**config.mk**
```make
export PLATFORM = sky130hd
export DESIGN_NAME = torcs_alu
export DESIGN_NICKNAME = d
export VERILOG_FILES = /design/src/rtl/torcs_pkg.sv /design/src/rtl/torcs_alu.sv
export SDC_FILE = /design/constraint.sdc
export NUM_CORES = 2
export LEC_CHECK = 0
export BUFFER_PORTS_ARGS = -buffer_cell sky130_fd_sc_hd__buf_2
export CORE_MARGIN = 5
export CORE_UTILIZATION = 55
export DETAILED_ROUTE_END_ITERATION = 10
export GPL_TIMING_DRIVEN = 0
export PLACE_DENSITY = 0.75
export RECOVER_POWER = 25
export SKIP_LAST_GASP = 1
export SLEW_MARGIN = 20
export SYNTH_ARGS = -nofsm -noshare
export SYNTH_HDL_FRONTEND = slang
export SYNTH_SLANG_ARGS = --single-unit
```
**constraint.sdc**
```tcl
create_clock -name vclk -period 21.6
set_input_delay 3.24 -clock vclk [all_inputs]
set_output_delay 3.24 -clock vclk [all_outputs]
set_load 0.005 [all_outputs]
```
**src/rtl/torcs_pkg.sv**
```systemverilog
// Shared constants, codes and types of the twelve-opcode core.
package torcs_pkg;

   localparam int MEM_WORDS = 2048;
   localparam int NUM_REGS  = 32;
   localparam int MEM_AW    = $clog2(MEM_WORDS);
   localparam int REG_AW    = $clog2(NUM_REGS);
   localparam int WORD_W    = 32;
   localparam int PC_W      = 28;
   localparam int ADDR_W    = 11;
   localparam int PLEN_W    = 11;
   localparam int CSR_AW    = 3;
   localparam int CSR_IW    = CSR_AW - 2;
   localparam int IMM_W     = 18;
   localparam int SHAMT_W   = 13;

   typedef enum logic [1:0] {
      KIND_WRITE_MEM = 2'd0,
      KIND_EXEC      = 2'd1,
      KIND_READ_MEM  = 2'd2,
      KIND_READ_REG  = 2'd3
   } kind_type;

   typedef enum logic [3:0] {
      OP_ADD  = 4'd0,
      OP_SUB  = 4'd1,
      OP_MUL  = 4'd2,
      OP_MOVI = 4'd3,
      OP_JEQ  = 4'd4,
      OP_AND  = 4'd5,
      OP_XORI = 4'd6,
      OP_JMP  = 4'd7,
      OP_LSL  = 4'd8,
      OP_LSR  = 4'd9,
      OP_MOVR = 4'd10,
      OP_MOVM = 4'd11
   } op_type;

   typedef enum logic [2:0] {
      ST_CLEAR,
      ST_IDLE,
      ST_ONE,
      ST_DEC,
      ST_EXE,
      ST_LOAD
   } state_type;

   localparam logic [CSR_IW-1:0] CSR_PROGRAM_LENGTH = CSR_IW'(0);

   typedef struct packed {
      logic [1:0]               kind;
      logic [ADDR_W-1:0]        address;
      logic signed [WORD_W-1:0] data;
   } req_type;

   typedef struct packed {
      logic [PC_W-1:0]          pc;
      logic signed [WORD_W-1:0] read_value;
      logic                     reg_write;
      logic [REG_AW-1:0]        dest_reg;
      logic signed [WORD_W-1:0] dest_value;
      logic                     mem_write;
      logic [ADDR_W-1:0]        mem_address;
      logic                     halted;
      logic                     fault;
   } rsp_type;

   typedef struct packed {
      logic              en;
      logic [MEM_AW-1:0] addr;
      logic [WORD_W-1:0] data;
   } mem_wr_type;

   typedef struct packed {
      logic              en;
      logic [REG_AW-1:0] idx;
      logic [WORD_W-1:0] data;
   } rf_wr_type;

   typedef struct packed {
      logic              wb;
      logic [WORD_W-1:0] res;
      logic [PC_W-1:0]   next_pc;
      logic              mem_op;
      logic              is_load;
      logic              is_store;
      logic [WORD_W-1:0] ea;
      logic              ea_fault;
      logic [REG_AW-1:0] r1;
   } alu_out_type;

   function automatic logic [MEM_AW-1:0] mem_idx(input logic [WORD_W-1:0] v);
      return v[MEM_AW-1:0];
   endfunction

endpackage

```
**src/rtl/torcs_alu.sv**
```systemverilog
// Instruction decode, ALU, branch target and effective address.
module torcs_alu
   import torcs_pkg::*;
(
   input  logic [WORD_W-1:0] instr,
   input  logic [PC_W-1:0]   pc,
   input  logic [WORD_W-1:0] a,
   input  logic [WORD_W-1:0] b,
   input  logic [WORD_W-1:0] c,
   output alu_out_type       out
);

   logic [WORD_W-1:0]  imm;
   logic [SHAMT_W-1:0] sh;
   logic [PC_W-1:0]    pc_inc;

   always_comb begin
      imm    = {{(WORD_W-IMM_W){instr[IMM_W-1]}}, instr[IMM_W-1:0]};
      sh     = instr[SHAMT_W-1:0];
      pc_inc = pc + PC_W'(1);

      out          = '0;
      out.r1       = instr[27:23];
      out.next_pc  = pc_inc;
      out.ea       = a + imm;
      out.ea_fault = out.ea >= WORD_W'(MEM_WORDS);

      case (op_type'(instr[31:28]))
         OP_ADD: begin
            out.res = a + b;
            out.wb  = 1'b1;
         end
         OP_SUB: begin
            out.res = a - b;
            out.wb  = 1'b1;
         end
         OP_MUL: begin
            out.res = a * b;
            out.wb  = 1'b1;
         end
         OP_MOVI: begin
            out.res = imm;
            out.wb  = 1'b1;
         end
         OP_JEQ: begin
            if (c == a) begin
               out.next_pc = pc_inc + imm[PC_W-1:0];
            end
         end
         OP_AND: begin
            out.res = a & b;
            out.wb  = 1'b1;
         end
         OP_XORI: begin
            out.res = a ^ imm;
            out.wb  = 1'b1;
         end
         OP_JMP: begin
            out.next_pc = instr[PC_W-1:0];
         end
         OP_LSL: begin
            out.res = (sh < SHAMT_W'(WORD_W)) ? (a << sh[4:0]) : '0;
            out.wb  = 1'b1;
         end
         OP_LSR: begin
            out.res = (sh < SHAMT_W'(WORD_W)) ? (a >> sh[4:0]) : '0;
            out.wb  = 1'b1;
         end
         OP_MOVR: begin
            out.mem_op  = 1'b1;
            out.is_load = 1'b1;
         end
         OP_MOVM: begin
            out.mem_op   = 1'b1;
            out.is_store = 1'b1;
         end
         default: begin
         end
      endcase
   end

endmodule

```
==> out/results.ini <==
[worst_hold_path]
min_path_cells=3
hold_class=in2out
min-delay-start=instr[27]
holdPathEnd=out[4]

[global_routing]
met3_usage=0.0894
met1_usage=0.566
busiest_layer=met2
grt_pass1_wl_um=167000
antenna_found_initial=8
grt_pass1_vias=26000
grt_use_total=0.436
grt_max_degree=31
grt.met2_usage=0.671
gr-total-overflow=0

[floorplanning]
die_x_um=228
boundaryPins=258
die-area_um2=51800
initial_utilization=0.557
rows=79
die_y_um=228
core_um2=46800

[sta]
finalSetupTns_ns=0
max_freq_mhz=64.6
setup_viol=0
fin_crit_sh=0.717
worstMarginPinSlew_ns=1.20
report.final.slew_viol_count=0
slew_headroom=0.200
finalCriticalPeriod_ns=15.48
rsz0062_at_grt=no
final_hold_viol_count=0

[critical_path]
crit_path_end_kind=output pin
crit_arrival_ns=12.24
crit_type=in2out
timing.critical_path.required_ns=18.36
start_kind=input port
crit_fanout=10

[final_layout]
area_growth_pct=7.61
nClkBuffers=0
regArea_um2=0
seq_cells=0
drive_gt1_frac=0.0824
design.final.nets=4303
fillers=4484

[synth]
synth_nets=4056
synth_area_leaders=fa_1 32%, ha_1 10%, and2_1 6.9%
synth_cells=3273
ys_types=73
ys_top_cells_by_count=418 x inv_1, 411 x fa_1, 389 x nand2_1
synth.top_cell.area_share=0.316
synth.most_common_cell=inv_1
yosysTopAreaCell=fa_1
synth.yosys.warnings=0
yosysSeqAreaShare=0
synth_area_um2=26100
avgSynthCellArea_um2=7.96

[placement]
detailed_place_hpwl_um=96100
io_buffers=242
gp_congestion=1.06

[cts]
cts_resized=0
cts_hold_buf=0
post_cts_buffers=0

[routing]
ant_nets=0
viasPerCell=6.39
drc=0
first_iter_violations=3141
wire_per_inst_um=28.0
dr.pass1.iters=8
wl_um=115000
num_vias=26400

[status]
status=finished clean

[run]
cap_violations=0

==> cells in the final DEF, fill, tap and decap left out, drive strengths merged, types with 18 or more instances in the layout <==
master | Yosys | layout
nor3 | 27 | 27
a221o | 35 | 35
nor4 | 18 | 18
mux2 | 21 | 21
fa | 411 | 411
ha | 216 | 216
o21a | 25 | 25
buf | 31 | 253
a221oi | 27 | 27
nand2b | 48 | 48
nand2 | 389 | 389
a21o | 43 | 43
and2 | 287 | 287
xor2 | 118 | 118
inv | 419 | 419
nor2 | 133 | 133
o21ai | 149 | 149
nand3 | 52 | 52
a21oi | 138 | 138
mux2i | 84 | 84
or3 | 21 | 21
clkbuf | 196 | 219
xnor2 | 127 | 127
==> through the flow <==
step                      std cells   util  setup slack (ns)  hold WS (ns)  area [um^2]
after floorplan                3273      -              8.57          6.56        26100
after global placement         4122  0.600              6.42          6.75        28000
after detailed placement       4125  0.600              6.39          6.76        28100
after CTS                      4125  0.600              6.39          6.76        28100
after global routing           4126  0.600              5.86          6.79        28000
final                          4126  0.600              6.12          6.76        28000
==> critical path: stages <==
cell and delay [ns]:
buf_2 0.18, clkbuf_1 0.85, clkbuf_1 0.47, clkbuf_1 0.59
nand2_1 0.15, fa_1 0.49, fa_1 0.55, fa_1 0.56
inv_1 0.06, fa_1 0.41, fa_1 0.47, fa_1 0.51
fa_1 0.57, fa_1 0.50, ha_1 0.37, a21oi_1 0.21
nand2b_1 0.15, nand2b_1 0.07, a21o_1 0.18, a21oi_1 0.22
nor2_1 0.06, a211oi_1 0.34, o211ai_1 0.15, o211ai_1 0.18
xnor2_1 0.20, o221ai_1 0.32, buf_2 0.19
==> worst max-delay path by stage <==
stage | start | end | slack (ns)
global route | a[12] | out[100] | 5.86
floorplan | a[12] | out[99] | 8.57
detailed placement | a[12] | out[100] | 6.39
CTS | a[3] | out[92] | 6.39
global placement | a[3] | out[92] | 6.42
finish | a[12] | out[100] | 6.12
==> per-layer routing <==
layer  share of wire  wire length [um]
met5         0.00022                25
met4           0.084              9660
met3            0.12             13400
met2            0.43             49600
met1            0.37             42700
==> logic make-up after synthesis <==
kind of cell             count (synthesis)  synth area share
AO/OA/AOI/OAI                          590             0.150
AND/OR/NAND/NOR                       1044             0.199
buffers and inverters                  646            0.0941
XOR/XNOR                               245            0.0823
adder cells (fa/ha/maj)                627             0.419
multiplexers                           121            0.0552
==> area by class of cell <==
type | count | area [um^2] | share of cell area
Multi-Input combinational cell | 2627 | 23600 | 0.842
Buffer | 227 | 880 | 0.0314
Timing Repair Buffer | 245 | 1210 | 0.0432
Inverter | 419 | 1570 | 0.0561
Antenna cell | 1 | 2.50 | 0.0000892
Tap cell | 607 | 759 | 0.0271
Power is not shown: default switching activity piles up to over one toggle a cycle in this logic, so the estimate is an artifact.
